===== src/sv/sorf_pkg.sv =====
// Shared types and constants for the scan obstacle range finder.
// Depends on nothing; used by all modules.
`default_nettype none

package sorf_pkg;

  // Configuration register indexes
  typedef enum logic [2:0] {
    CfgFrontXMin  = 3'd0,
    CfgFrontXMax  = 3'd1,
    CfgFrontYHalf = 3'd2,
    CfgSideXMin   = 3'd3,
    CfgSideXMax   = 3'd4,
    CfgSideYHalf  = 3'd5,
    CfgTurnRadius = 3'd6,
    CfgBlindZone  = 3'd7
  } cfg_idx_e;

  localparam int CfgIdxW  = 3;
  localparam int CfgDataW = 16;
  localparam int LenW     = 15;
  localparam int R2W      = 2 * LenW;

  // Reset values
  localparam logic signed [15:0] FrontXMinRst  = 16'sd300;
  localparam logic signed [15:0] FrontXMaxRst  = 16'sd2300;
  localparam logic [LenW-1:0]    FrontYHalfRst = 15'd300;
  localparam logic signed [15:0] SideXMinRst   = 16'sd500;
  localparam logic signed [15:0] SideXMaxRst   = 16'sd2000;
  localparam logic [LenW-1:0]    SideYHalfRst  = 15'd1000;
  localparam logic [LenW-1:0]    TurnRadiusRst = 15'd1000;
  localparam logic [LenW-1:0]    BlindZoneRst  = 15'd100;
  localparam logic [R2W-1:0]     TurnR2Rst     = 30'd1000000;

  // Depth of the queue between front and back
  localparam int QueueDepth = 4;

  // Live configuration, with the squared radius kept alongside
  typedef struct packed {
    logic signed [15:0] front_x_min;
    logic signed [15:0] front_x_max;
    logic [LenW-1:0]    front_y_half;
    logic signed [15:0] side_x_min;
    logic signed [15:0] side_x_max;
    logic [LenW-1:0]    side_y_half;
    logic [R2W-1:0]     turn_r2;
    logic [LenW-1:0]    blind_zone;
  } cfg_t;

  // Back end status toward the queue and the top level
  typedef struct packed {
    logic pop;
    logic pop_last;
  } back_sts_t;

endpackage

`default_nettype wire


===== src/sv/sorf_if.sv =====
// Point and result channel interfaces for the scan obstacle range finder.
// No dependencies.
`default_nettype none

interface sorf_point_if #(
  parameter int COORD_BITS = 16
);
  logic                         valid;
  logic                         ready;
  logic signed [COORD_BITS-1:0] point_x;
  logic signed [COORD_BITS-1:0] point_y;
  logic                         last_point;

  modport source (output valid, point_x, point_y, last_point, input ready);
  modport sink   (input valid, point_x, point_y, last_point, output ready);
endinterface

interface sorf_result_if;
  logic               valid;
  logic               ready;
  logic               front_found;
  logic signed [15:0] front_nearest_x;
  logic               left_found;
  logic [15:0]        left_nearest;
  logic               right_found;
  logic [15:0]        right_nearest;

  modport source (output valid, front_found, front_nearest_x, left_found, left_nearest,
                  right_found, right_nearest, input ready);
  modport sink   (input valid, front_found, front_nearest_x, left_found, left_nearest,
                  right_found, right_nearest, output ready);
endinterface

`default_nettype wire


===== src/sv/sorf_front.sv =====
// Front end: accepts points, classifies them against both boxes, squares |x| and |y|.
// Depends on sorf_pkg and sorf_point_if.
`default_nettype none

module sorf_front #(
  parameter int COORD_BITS = 16,
  parameter int EntryW     = 6 * COORD_BITS + 5
) (
  input  wire logic               clk_i,
  input  wire logic               rst_ni,
  input  wire sorf_pkg::cfg_t     cfg_i,
  sorf_point_if.sink              point_i,
  input  wire logic               q_full_i,
  output logic                    q_push_o,
  output logic [EntryW-1:0]       q_data_o
);
  import sorf_pkg::*;

  localparam int CmpW = ((COORD_BITS > 16) ? COORD_BITS : 16) + 1;
  localparam int SqW  = 2 * COORD_BITS;

  typedef struct packed {
    logic                  last;
    logic                  front_in;
    logic                  side_in;
    logic                  y_neg;
    logic                  y_pos;
    logic [COORD_BITS-1:0] x;
    logic [COORD_BITS-1:0] ay;
    logic [SqW-1:0]        ax2;
    logic [SqW-1:0]        ay2;
  } entry_t;

  logic                  vld_q, vld_d;
  entry_t                ent_q, ent_d;
  logic                  take;
  logic [COORD_BITS-1:0] ax, ay;
  logic signed [CmpW-1:0] xs;
  logic [CmpW-1:0]       ay_w;

  // Stage register moves on when the queue has room
  assign q_push_o      = vld_q && !q_full_i;
  assign point_i.ready = !vld_q || !q_full_i;
  assign take          = point_i.valid && point_i.ready;
  assign q_data_o      = ent_q;

  // Classification and squares
  always_comb begin
    ax   = point_i.point_x[COORD_BITS-1] ? COORD_BITS'(-point_i.point_x)
                                         : COORD_BITS'(point_i.point_x);
    ay   = point_i.point_y[COORD_BITS-1] ? COORD_BITS'(-point_i.point_y)
                                         : COORD_BITS'(point_i.point_y);
    xs   = CmpW'(point_i.point_x);
    ay_w = CmpW'(ay);

    ent_d          = ent_q;
    ent_d.last     = point_i.last_point;
    ent_d.front_in = (xs >= CmpW'(cfg_i.front_x_min)) && (xs <= CmpW'(cfg_i.front_x_max)) &&
                     (ay_w <= CmpW'(cfg_i.front_y_half));
    ent_d.side_in  = (xs >= CmpW'(cfg_i.side_x_min)) && (xs <= CmpW'(cfg_i.side_x_max)) &&
                     (ay_w <= CmpW'(cfg_i.side_y_half));
    ent_d.y_neg    = point_i.point_y[COORD_BITS-1];
    ent_d.y_pos    = !point_i.point_y[COORD_BITS-1] && (point_i.point_y != '0);
    ent_d.x        = point_i.point_x;
    ent_d.ay       = ay;
    ent_d.ax2      = SqW'(ax) * SqW'(ax);
    ent_d.ay2      = SqW'(ay) * SqW'(ay);
  end

  assign vld_d = take ? 1'b1 : (q_push_o ? 1'b0 : vld_q);

  always_ff @(posedge clk_i or negedge rst_ni) begin
    if (!rst_ni) begin
      vld_q <= 1'b0;
    end else begin
      vld_q <= vld_d;
    end
  end

  // Payload holds while stalled
  always_ff @(posedge clk_i) begin
    if (take) begin
      ent_q <= ent_d;
    end
  end

endmodule

`default_nettype wire


===== src/sv/sorf_queue.sv =====
// Short FIFO between the front and back ends.
// Depends on sorf_pkg for its depth and the back end status type.
`default_nettype none

module sorf_queue #(
  parameter int EntryW = 101
) (
  input  wire logic              clk_i,
  input  wire logic              rst_ni,
  input  wire logic              push_i,
  input  wire logic [EntryW-1:0] data_i,
  output logic                   full_o,
  input  wire sorf_pkg::back_sts_t sts_i,
  output logic                   vld_o,
  output logic [EntryW-1:0]      data_o
);
  import sorf_pkg::*;

  localparam int PtrW = $clog2(QueueDepth);
  localparam int CntW = $clog2(QueueDepth + 1);

  logic [EntryW-1:0] mem_q [QueueDepth];
  logic [PtrW-1:0]   wr_ptr_q, wr_ptr_d, rd_ptr_q, rd_ptr_d;
  logic [CntW-1:0]   cnt_q, cnt_d;

  assign full_o = (cnt_q == CntW'(QueueDepth));
  assign vld_o  = (cnt_q != '0);
  assign data_o = mem_q[rd_ptr_q];

  // Pointer and fill count update
  always_comb begin
    wr_ptr_d = push_i ? wr_ptr_q + PtrW'(1) : wr_ptr_q;
    rd_ptr_d = sts_i.pop ? rd_ptr_q + PtrW'(1) : rd_ptr_q;
    cnt_d    = cnt_q + CntW'(push_i) - CntW'(sts_i.pop);
  end

  always_ff @(posedge clk_i or negedge rst_ni) begin
    if (!rst_ni) begin
      wr_ptr_q <= '0;
      rd_ptr_q <= '0;
      cnt_q    <= '0;
    end else begin
      wr_ptr_q <= wr_ptr_d;
      rd_ptr_q <= rd_ptr_d;
      cnt_q    <= cnt_d;
    end
  end

  always_ff @(posedge clk_i) begin
    if (push_i) begin
      mem_q[wr_ptr_q] <= data_i;
    end
  end

endmodule

`default_nettype wire


===== src/sv/sorf_back.sv =====
// Back end: radius test, running minima per scan, and the result register.
// Depends on sorf_pkg and sorf_result_if.
`default_nettype none

module sorf_back #(
  parameter int COORD_BITS = 16,
  parameter int EntryW     = 6 * COORD_BITS + 5
) (
  input  wire logic               clk_i,
  input  wire logic               rst_ni,
  input  wire sorf_pkg::cfg_t     cfg_i,
  input  wire logic               q_vld_i,
  input  wire logic [EntryW-1:0]  q_data_i,
  output sorf_pkg::back_sts_t     sts_o,
  sorf_result_if.source           result_o
);
  import sorf_pkg::*;

  localparam int CmpW = ((COORD_BITS > 16) ? COORD_BITS : 16) + 1;
  localparam int SqW  = 2 * COORD_BITS;
  localparam int SumW = ((SqW + 1) > R2W) ? (SqW + 1) : R2W;

  typedef struct packed {
    logic                  last;
    logic                  front_in;
    logic                  side_in;
    logic                  y_neg;
    logic                  y_pos;
    logic [COORD_BITS-1:0] x;
    logic [COORD_BITS-1:0] ay;
    logic [SqW-1:0]        ax2;
    logic [SqW-1:0]        ay2;
  } entry_t;

  entry_t                 ent;
  logic [SumW-1:0]        d2;
  logic                   qual;
  logic                   pop, pop_last;
  logic                   out_vld_q, out_vld_d;

  logic                   fh_q, fh_d, lh_q, lh_d, rh_q, rh_d;
  logic [COORD_BITS-1:0]  fm_q, fm_d, lm_q, lm_d, rm_q, rm_d;
  logic                   fh_n, lh_n, rh_n;
  logic [COORD_BITS-1:0]  fm_n, lm_n, rm_n;
  logic signed [CmpW-1:0] fm_w;

  assign ent = entry_t'(q_data_i);

  // A non-final point never waits; a final one needs the result register free
  assign pop          = q_vld_i && (!ent.last || !out_vld_q || result_o.ready);
  assign pop_last     = pop && ent.last;
  assign sts_o.pop      = pop;
  assign sts_o.pop_last = pop_last;

  assign d2   = SumW'(ent.ax2) + SumW'(ent.ay2);
  assign qual = ent.side_in && (d2 < SumW'(cfg_i.turn_r2));

  // Minima after this point
  always_comb begin
    fh_n = fh_q;  fm_n = fm_q;
    lh_n = lh_q;  lm_n = lm_q;
    rh_n = rh_q;  rm_n = rm_q;

    if (ent.front_in) begin
      if (!fh_q || ($signed(ent.x) < $signed(fm_q))) begin
        fm_n = ent.x;
      end
      fh_n = 1'b1;
    end

    if (qual && ent.y_neg) begin
      if (!rh_q) begin
        rh_n = 1'b1;
        rm_n = ent.ay;
      end else if ((ent.ay < rm_q) && (CmpW'(ent.ay) > CmpW'(cfg_i.blind_zone))) begin
        rm_n = ent.ay;
      end
    end

    if (qual && ent.y_pos) begin
      if (!lh_q) begin
        lh_n = 1'b1;
        lm_n = ent.ay;
      end else if ((ent.ay < lm_q) && (CmpW'(ent.ay) > CmpW'(cfg_i.blind_zone))) begin
        lm_n = ent.ay;
      end
    end
  end

  // State: held when idle, cleared at the end of a scan
  always_comb begin
    fh_d = fh_q;  fm_d = fm_q;
    lh_d = lh_q;  lm_d = lm_q;
    rh_d = rh_q;  rm_d = rm_q;
    if (pop_last) begin
      fh_d = 1'b0;  fm_d = '0;
      lh_d = 1'b0;  lm_d = '0;
      rh_d = 1'b0;  rm_d = '0;
    end else if (pop) begin
      fh_d = fh_n;  fm_d = fm_n;
      lh_d = lh_n;  lm_d = lm_n;
      rh_d = rh_n;  rm_d = rm_n;
    end
  end

  assign out_vld_d = pop_last ? 1'b1 : (result_o.ready ? 1'b0 : out_vld_q);
  assign fm_w      = CmpW'($signed(fm_n));

  always_ff @(posedge clk_i or negedge rst_ni) begin
    if (!rst_ni) begin
      fh_q      <= 1'b0;
      fm_q      <= '0;
      lh_q      <= 1'b0;
      lm_q      <= '0;
      rh_q      <= 1'b0;
      rm_q      <= '0;
      out_vld_q <= 1'b0;
    end else begin
      fh_q      <= fh_d;
      fm_q      <= fm_d;
      lh_q      <= lh_d;
      lm_q      <= lm_d;
      rh_q      <= rh_d;
      rm_q      <= rm_d;
      out_vld_q <= out_vld_d;
    end
  end

  // Result register
  always_ff @(posedge clk_i) begin
    if (pop_last) begin
      result_o.front_found     <= fh_n;
      result_o.front_nearest_x <= fh_n ? fm_w[15:0] : 16'sd0;
      result_o.left_found      <= lh_n;
      result_o.left_nearest    <= lh_n ? 16'(CmpW'(lm_n)) : 16'd0;
      result_o.right_found     <= rh_n;
      result_o.right_nearest   <= rh_n ? 16'(CmpW'(rm_n)) : 16'd0;
    end
  end

  assign result_o.valid = out_vld_q;

endmodule

`default_nettype wire


===== src/sv/scan_obstacle_range_finder.sv =====
// Scan obstacle range finder, top level.
// Throughput: one point per cycle while the queue has room; the front stage, queue and back end
// each move 1/cycle, but a final point waits in the queue while the result register is held.
// Path: a final point passes the front register and the queue write; the result register loads
// as the entry pops, and that waits only while the result channel stalls.
// Reset: asynchronous, active low; clears all per-scan state, the queue and restores the
// configuration defaults. Depends on sorf_pkg, sorf_if, sorf_front, sorf_queue, sorf_back.
`default_nettype none

module scan_obstacle_range_finder #(
  parameter int COORD_BITS = 16
) (
  input  wire logic                              clk_i,
  input  wire logic                              rst_ni,
  input  wire logic                              cfg_we_i,
  input  wire logic [sorf_pkg::CfgIdxW-1:0]      cfg_idx_i,
  input  wire logic [sorf_pkg::CfgDataW-1:0]     cfg_wdata_i,
  sorf_point_if.sink                             point_i,
  sorf_result_if.source                          result_o
);
  import sorf_pkg::*;

  localparam int EntryW = 6 * COORD_BITS + 5;

  cfg_t              cfg_q, cfg_d;
  logic              q_push, q_full, q_vld;
  logic [EntryW-1:0] q_wdata, q_rdata;
  back_sts_t         back_sts;

  // Configuration writes; the squared radius is formed at write time
  always_comb begin
    cfg_d = cfg_q;
    if (cfg_we_i) begin
      case (cfg_idx_e'(cfg_idx_i))
        CfgFrontXMin:  cfg_d.front_x_min  = cfg_wdata_i;
        CfgFrontXMax:  cfg_d.front_x_max  = cfg_wdata_i;
        CfgFrontYHalf: cfg_d.front_y_half = cfg_wdata_i[LenW-1:0];
        CfgSideXMin:   cfg_d.side_x_min   = cfg_wdata_i;
        CfgSideXMax:   cfg_d.side_x_max   = cfg_wdata_i;
        CfgSideYHalf:  cfg_d.side_y_half  = cfg_wdata_i[LenW-1:0];
        CfgTurnRadius: cfg_d.turn_r2      = R2W'(cfg_wdata_i[LenW-1:0]) *
                                            R2W'(cfg_wdata_i[LenW-1:0]);
        CfgBlindZone:  cfg_d.blind_zone   = cfg_wdata_i[LenW-1:0];
        default:       cfg_d = cfg_q;
      endcase
    end
  end

  always_ff @(posedge clk_i or negedge rst_ni) begin
    if (!rst_ni) begin
      cfg_q.front_x_min  <= FrontXMinRst;
      cfg_q.front_x_max  <= FrontXMaxRst;
      cfg_q.front_y_half <= FrontYHalfRst;
      cfg_q.side_x_min   <= SideXMinRst;
      cfg_q.side_x_max   <= SideXMaxRst;
      cfg_q.side_y_half  <= SideYHalfRst;
      cfg_q.turn_r2      <= TurnR2Rst;
      cfg_q.blind_zone   <= BlindZoneRst;
    end else begin
      cfg_q <= cfg_d;
    end
  end

  sorf_front #(
    .COORD_BITS (COORD_BITS),
    .EntryW     (EntryW)
  ) u_front (
    .clk_i    (clk_i),
    .rst_ni   (rst_ni),
    .cfg_i    (cfg_q),
    .point_i  (point_i),
    .q_full_i (q_full),
    .q_push_o (q_push),
    .q_data_o (q_wdata)
  );

  sorf_queue #(
    .EntryW (EntryW)
  ) u_queue (
    .clk_i  (clk_i),
    .rst_ni (rst_ni),
    .push_i (q_push),
    .data_i (q_wdata),
    .full_o (q_full),
    .sts_i  (back_sts),
    .vld_o  (q_vld),
    .data_o (q_rdata)
  );

  sorf_back #(
    .COORD_BITS (COORD_BITS),
    .EntryW     (EntryW)
  ) u_back (
    .clk_i    (clk_i),
    .rst_ni   (rst_ni),
    .cfg_i    (cfg_q),
    .q_vld_i  (q_vld),
    .q_data_i (q_rdata),
    .sts_o    (back_sts),
    .result_o (result_o)
  );

  // A scan end always shows up as a result in the next cycle
  a_last_gives_result: assert property (@(posedge clk_i) disable iff (!rst_ni)
    back_sts.pop_last |=> result_o.valid)
    else $error("final point popped without a result");

  // A taken result with no new scan end leaves the channel empty
  a_result_drops: assert property (@(posedge clk_i) disable iff (!rst_ni)
    (result_o.valid && result_o.ready && !back_sts.pop_last) |=> !result_o.valid)
    else $error("result repeated after its transaction");

  // The back end never pops from an empty queue
  a_no_pop_empty: assert property (@(posedge clk_i) disable iff (!rst_ni)
    back_sts.pop |-> q_vld)
    else $error("queue underflow");

  // Missing sides report a zero distance; this check covers the left side
  a_zero_when_none: assert property (@(posedge clk_i) disable iff (!rst_ni)
    (result_o.valid && !result_o.left_found) |-> (result_o.left_nearest == 16'd0))
    else $error("left distance set without a hit");

endmodule

`default_nettype wire

===== src/flat_wrapper.sv =====
// flat-port wrapper written by rule: the top's interface ports become plain ports
module scan_obstacle_range_finder_flat import sorf_pkg::*;
#(
  parameter int COORD_BITS = 16
)
  (clk_i, rst_ni, cfg_we_i, cfg_idx_i, cfg_wdata_i, point_i_valid, point_i_point_x, point_i_point_y, point_i_last_point, point_i_ready, result_o_valid, result_o_front_found, result_o_front_nearest_x, result_o_left_found, result_o_left_nearest, result_o_right_found, result_o_right_nearest, result_o_ready);
  sorf_point_if #(.COORD_BITS(COORD_BITS)) point_i_i ();
  sorf_result_if result_o_i ();
  input  wire logic clk_i;
  input  wire logic rst_ni;
  input  wire logic cfg_we_i;
  input  wire logic [sorf_pkg::CfgIdxW-1:0] cfg_idx_i;
  input  wire logic [sorf_pkg::CfgDataW-1:0] cfg_wdata_i;
  input wire logic [$bits(point_i_i.valid)-1:0] point_i_valid;
  input wire logic [$bits(point_i_i.point_x)-1:0] point_i_point_x;
  input wire logic [$bits(point_i_i.point_y)-1:0] point_i_point_y;
  input wire logic [$bits(point_i_i.last_point)-1:0] point_i_last_point;
  output wire logic [$bits(point_i_i.ready)-1:0] point_i_ready;
  output wire logic [$bits(result_o_i.valid)-1:0] result_o_valid;
  output wire logic [$bits(result_o_i.front_found)-1:0] result_o_front_found;
  output wire logic [$bits(result_o_i.front_nearest_x)-1:0] result_o_front_nearest_x;
  output wire logic [$bits(result_o_i.left_found)-1:0] result_o_left_found;
  output wire logic [$bits(result_o_i.left_nearest)-1:0] result_o_left_nearest;
  output wire logic [$bits(result_o_i.right_found)-1:0] result_o_right_found;
  output wire logic [$bits(result_o_i.right_nearest)-1:0] result_o_right_nearest;
  input wire logic [$bits(result_o_i.ready)-1:0] result_o_ready;
  assign point_i_i.valid = point_i_valid;
  assign point_i_i.point_x = point_i_point_x;
  assign point_i_i.point_y = point_i_point_y;
  assign point_i_i.last_point = point_i_last_point;
  assign point_i_ready = point_i_i.ready;
  assign result_o_valid = result_o_i.valid;
  assign result_o_front_found = result_o_i.front_found;
  assign result_o_front_nearest_x = result_o_i.front_nearest_x;
  assign result_o_left_found = result_o_i.left_found;
  assign result_o_left_nearest = result_o_i.left_nearest;
  assign result_o_right_found = result_o_i.right_found;
  assign result_o_right_nearest = result_o_i.right_nearest;
  assign result_o_i.ready = result_o_ready;
  scan_obstacle_range_finder #(.COORD_BITS(COORD_BITS)) u_core (.clk_i(clk_i), .rst_ni(rst_ni), .cfg_we_i(cfg_we_i), .cfg_idx_i(cfg_idx_i), .cfg_wdata_i(cfg_wdata_i), .point_i(point_i_i), .result_o(result_o_i));
endmodule

===== config.mk =====
export PLATFORM = sky130hd
export DESIGN_NAME = scan_obstacle_range_finder_flat
export DESIGN_NICKNAME = d
export VERILOG_FILES = /design/src/sv/sorf_pkg.sv /design/src/sv/sorf_if.sv /design/src/sv/sorf_front.sv /design/src/sv/sorf_queue.sv /design/src/sv/sorf_back.sv /design/src/sv/scan_obstacle_range_finder.sv /design/src/flat_wrapper.sv
export SDC_FILE = /design/constraint.sdc
export NUM_CORES = 2
export LEC_CHECK = 0
export BUFFER_PORTS_ARGS = -buffer_cell sky130_fd_sc_hd__buf_4
export CAP_MARGIN = 40
export CORE_MARGIN = 4
export CORE_UTILIZATION = 58
export CTS_CLUSTER_SIZE = 30
export DETAILED_ROUTE_END_ITERATION = 7
export GPL_ROUTABILITY_DRIVEN = 0
export PLACE_DENSITY = 0.72
export SYNTH_ARGS = -nofsm -noshare
export SYNTH_HDL_FRONTEND = slang
export SYNTH_HIERARCHICAL = 1
export SYNTH_SLANG_ARGS = --single-unit

===== constraint.sdc =====
create_clock -name clk_i -period 7.1 [get_ports clk_i]
set_input_delay 0.71 -clock clk_i [delete_from_list [all_inputs] [get_ports clk_i]]
set_output_delay 0.71 -clock clk_i [all_outputs]
set_load 0.05 [all_outputs]

Yosys cells after proc, flatten, opt, wreduce, memory -nomap -nowiden --
Memories as Yosys holds them, arrays and structs flattened. Cells that the tools add are included.
Storage, ports and cells: bits in registers 351, bits in latches 0, RAM bits 404, memory bits (read-only) 0, output and inout bits 53, word-level logic and storage cells 133, memories 1
Operators by class: add/subtract/negate cells 7, multipliers 3, divide/modulo/power cells 0, $lt $le $gt $ge 11, equality and inequality tests 8, shifts and indexed selects 0, muxes and demuxes 31, bitwise logic cells 0, reductions and logical operators 38
Memory list:
- u_core.u_queue.mem_q | words 4, bits a word 101, rd ports 1, clocked after Yosys merged registers in 0, wr ports 1, RTL line sorf_queue.sv:22 | logic [EntryW-1:0] mem_q [QueueDepth];
Operators with widths (count):
- 16-bit two-way mux | 16
- 16-bit by 16-bit multiplier with 32-bit output | 2
- 16-bit less-than comparator | 3
- 32-bit by 32-bit adder with 33-bit output | 1
- 33-bit by 30-bit less-than comparator with 1-bit output | 1
- 16-bit >= comparator | 2
- 16-bit by 15-bit <= comparator with 1-bit output | 2
- 16-bit <= comparator | 2
- 16-bit negator | 2
- 15-bit by 15-bit multiplier with 30-bit output | 1
- 16-bit by 15-bit > comparator with 1-bit output | 1
- 2-bit AND reduction | 8
- 16-bit nonzero test | 1
- 3-bit equality test (second input constant) | 5
- 1-bit two-way mux | 15
- 1-bit logical AND | 14
- 3-bit by 2-bit equality test with 1-bit output (second input constant) | 2
- 1-bit logical NOT | 6
- 2-bit nonzero test | 3
- 2-bit by 1-bit adder with 2-bit output (second input constant) | 2
- 1-bit logical OR | 4
- 3-bit by 1-bit adder with 3-bit output | 1
- 3-bit by 1-bit equality test with 1-bit output (second input constant) | 1
- 3-bit logical NOT | 1
- other kinds (2) | 2

Depth between registers and ports, before layout --
An unclocked memory read counts as a cell.
word-level depth 8, mapped depth 30, mapped depth without buffers 29

Cells and area by module --
Netlist, hierarchy kept.
By module, submodules not included:
- sorf_front | instances 1, cells each 2166, area each 20213.1 um^2
- sorf_queue | instances 1, cells each 562, area each 15034.4 um^2
- scan_obstacle_range_finder | instances 1, cells each 1091, area each 11698.7 um^2
- sorf_back | instances 1, cells each 896, area each 8506.9 um^2

Worst setup path after synthesis --
OpenSTA, ideal clock, no wires.
kind input port to flip-flop, start point input port point_i_point_x[0], end point register u_core.u_front.ent_q (netlist bit u_core/u_front/q_data_o[61]) (data pin), arrival 7.797 ns, required time 6.832 ns, path slack -0.965 ns, stages on the path 28, path buffers 1, cell sequence inv_1 > clkbuf_1 > ha_1 > nand3_1 > or2_2 > o21ai_0 > xor2_1 > clkinv_1 > nand2_1 > inv_1 > fa_1 > inv_1 > fa_1 > inv_1 > fa_1 > inv_1 > fa_1 > inv_1 > fa_1 > fa_1 > ha_1 > nand2_1 > a2bb2oi_1 > o311ai_1 > a31oi_1 > o21ai_1 > a2111oi_1 > xnor2_1
RTL lines:
- from (decl) | RTL line flat_wrapper.sv:15 | input wire logic [$bits(point_i_i.point_x)-1:0] point_i_point_x;
- to (signal assigned) | RTL line sorf_front.sv:83 | ent_q <= ent_d;
- to (decl) | RTL line sorf_front.sv:35 | entry_t ent_q, ent_d;

==> impl_metrics.json <==
{
  "finalWirelength_um": 138000,
  "end_kind": "register",
  "antenna_found_initial": 2,
  "fillers": 6910,
  "worst_pin_slew_ps": 941,
  "place_area_um2": 60600,
  "num_rows": 113,
  "final_layout_size_suffix_gt1_share_pct": 19.6,
  "cts_max_path_buffers": 3,
  "required_ps": 7460,
  "multiInputGateArea_um2": 30300,
  "drc_errors": 0,
  "grt_max_degree": 63,
  "dr.pass1.iters": 5,
  "slew_viol_final": 0,
  "hold_path_class": "in -> async",
  "netlist_area_um2": 55400,
  "seq_area_um2": 21600,
  "core_area_um2": 94900,
  "chipHeight_um": 317,
  "area_growth_syn_to_layout_pct": 14.1,
  "path_buf_inv": 8,
  "vias_per_cell": 5.73,
  "grt_usage_pct": 28.2,
  "layout.nets": 6195,
  "cp-start-kind": "primary input",
  "cts_sinks": 750,
  "portBuffers": 109,
  "fmax_mhz": 145,
  "fin_crit_sh_pct": 97.5,
  "period_minus_slack_ps": 6920,
  "synth_cells": 4714,
  "vias": 37204,
  "routedWlPerCell_um": 21.2,
  "grt-ovfl-total": 0,
  "drtIter0Drc": 3312,
  "hpwl_um": 104000,
  "pre_cts_slack_ps": -510,
  "yosysWarnings": 6,
  "fin_ws_ps": 181,
  "rsz0062_at_grt": "true",
  "worstSetupPathType": "in -> reg",
  "path_common_cell": "fa_1",
  "status": "complete, no violations",
  "crit_family": "adder cells",
  "worstPathArrival_ps": 7280,
  "design_area_um2": 63300,
  "grt_pass1_vias": 39127,
  "setup_viol": 0,
  "hold_violations": 0,
  "start_util_pct": 58.4,
  "final_common_cell": "inv_1",
  "holdWs_ps": 59.1,
  "clk-insertion-delay-late_ps": 660,
  "maxCapViolCount": 0,
  "die_x_um": 317,
  "crit_slowest_cell": "or4_4",
  "tns_ps": 0,
  "postCtsHoldBufs": 0,
  "max_slew_margin_pct": 37.1,
  "htreeDepth": 3,
  "grt_pass1_wl_um": 218000,
  "ant_nets": 0,
  "cp_max_fo": 5,
  "die-area_um2": 101000,
  "root_buffer": "clkbuf_16",
  "cts_buffers": 79,
  "final_cell_mix": "855 x inv_1, 552 x edfxtp_1, 497 x ha_1",
  "finalClockSkew_ps": 48.3,
  "io_pins": 110,
  "slowest_delay_ps": 540,
  "synth_area_per_cell_um2": 11.8,
  "cts_tree": "yes",
  "clk_pin_slew_ps": 60
}
[sequential cells by signal (all words and copies together) (netlist names)]
signal and cells:
u_core/u_queue/mem_q 404, u_core/u_back/result_o.left_nearest 16, u_core/u_back/rh_q 1, u_core/u_back/fm_q 16
u_core/u_back/result_o.left_found 1, u_core/u_front/vld_q 1, u_core/u_front/q_data_o 97, u_core/u_back/result_o.front_nearest_x 16
u_core/u_queue/rd_ptr_q 2, u_core/u_back/fh_q 1, u_core/cfg_q 138, u_core/u_queue/wr_ptr_q 2
u_core/u_back/result_o.right_found 1, u_core/u_back/lm_q 16, u_core/u_back/result_o.valid 1, u_core/u_back/rm_q 16
u_core/u_back/result_o.right_nearest 16, u_core/u_back/lh_q 1, u_core/u_back/result_o.front_found 1, u_core/u_queue/cnt_q 3
[worst paths after layout]
| kind | from | to | slack [ps] | cells after the start |
|---|---|---|---|---|
| min in group clk_i | point_i_last_point | u_core/u_front/q_data_o[100] | 230 | 1 |
| setup reg to reg | u_core/u_queue/rd_ptr_q[0] | u_core/u_back/result_o.right_nearest[12] | 470 | 22 |
| hold reg to reg | u_core/cfg_q[27] | u_core/cfg_q[27] | 480 | 2 |
| max in group asynchronous | rst_ni | u_core/u_queue/rd_ptr_q[0] | 5690 | 2 |
| hold / removal | rst_ni | u_core/u_back/fm_q[10] | 60 | 1 |
| setup / recovery | point_i_point_y[7] | u_core/u_front/q_data_o[30] | 180 | 27 |
[metrics by stage]
step | util [%] | cells
2_1_floorplan | - | 4737
3_3_place_gp | 63.8 | 6341
3_5_place_dp | 63.8 | 6346
4_1_cts | 66.6 | 6489
5_1_grt | 66.7 | 6490
6_report | 66.7 | 6491
[worst reg2reg max path, stage by stage, from the launching register on]
cell and delay [ps]:
dfrtp_4 590, buf_4 350, mux4_2 590, ha_1 390, o21ai_0 250, o21ai_1 160, a211oi_2 300, o21ai_1 150
a221o_1 440, a21boi_0 330, o31a_1 280, xnor2_1 110, ha_1 200, a21o_1 170, a21o_1 180, a21o_1 200
o2111ai_1 100, a21oi_1 100, a211oi_2 400, and2_0 410, nand4_2 150, buf_4 230, a32o_1 310
[metal layers]
metal	share of wire (%)	vias to the layer above	GRT usage (%)
met3	6.4	286	4.08
met5	0	-	0
met1	41	18660	37.3
met4	3.6	0	9.63
li1	-	16988	-
met2	49	1270	48.0
[repair_timing]
| action | in CTS | in global routing |
|---|---|---|
| buffers inserted | 0 | 1 |
| resized for setup | 0 | 21 |
| endpoints found under the setup margin | 0 | 18 |
| hold endpoints to repair | 0 | 0 |
[layout make-up]
class	count	share of cell area, %
Sequential cell	750	34.1
Antenna cell	1	0.00395
Timing Repair Buffer	503	6.17
Inverter	874	5.21
Tap cell	1265	2.50
Clock buffer	95	3.36
Multi-Input combinational cell	2955	47.9
Clock inverter	48	0.745
Power is left out: the tool's default activity adds up to more than one toggle a clock period on the data nets, which glitch-free logic cannot reach.
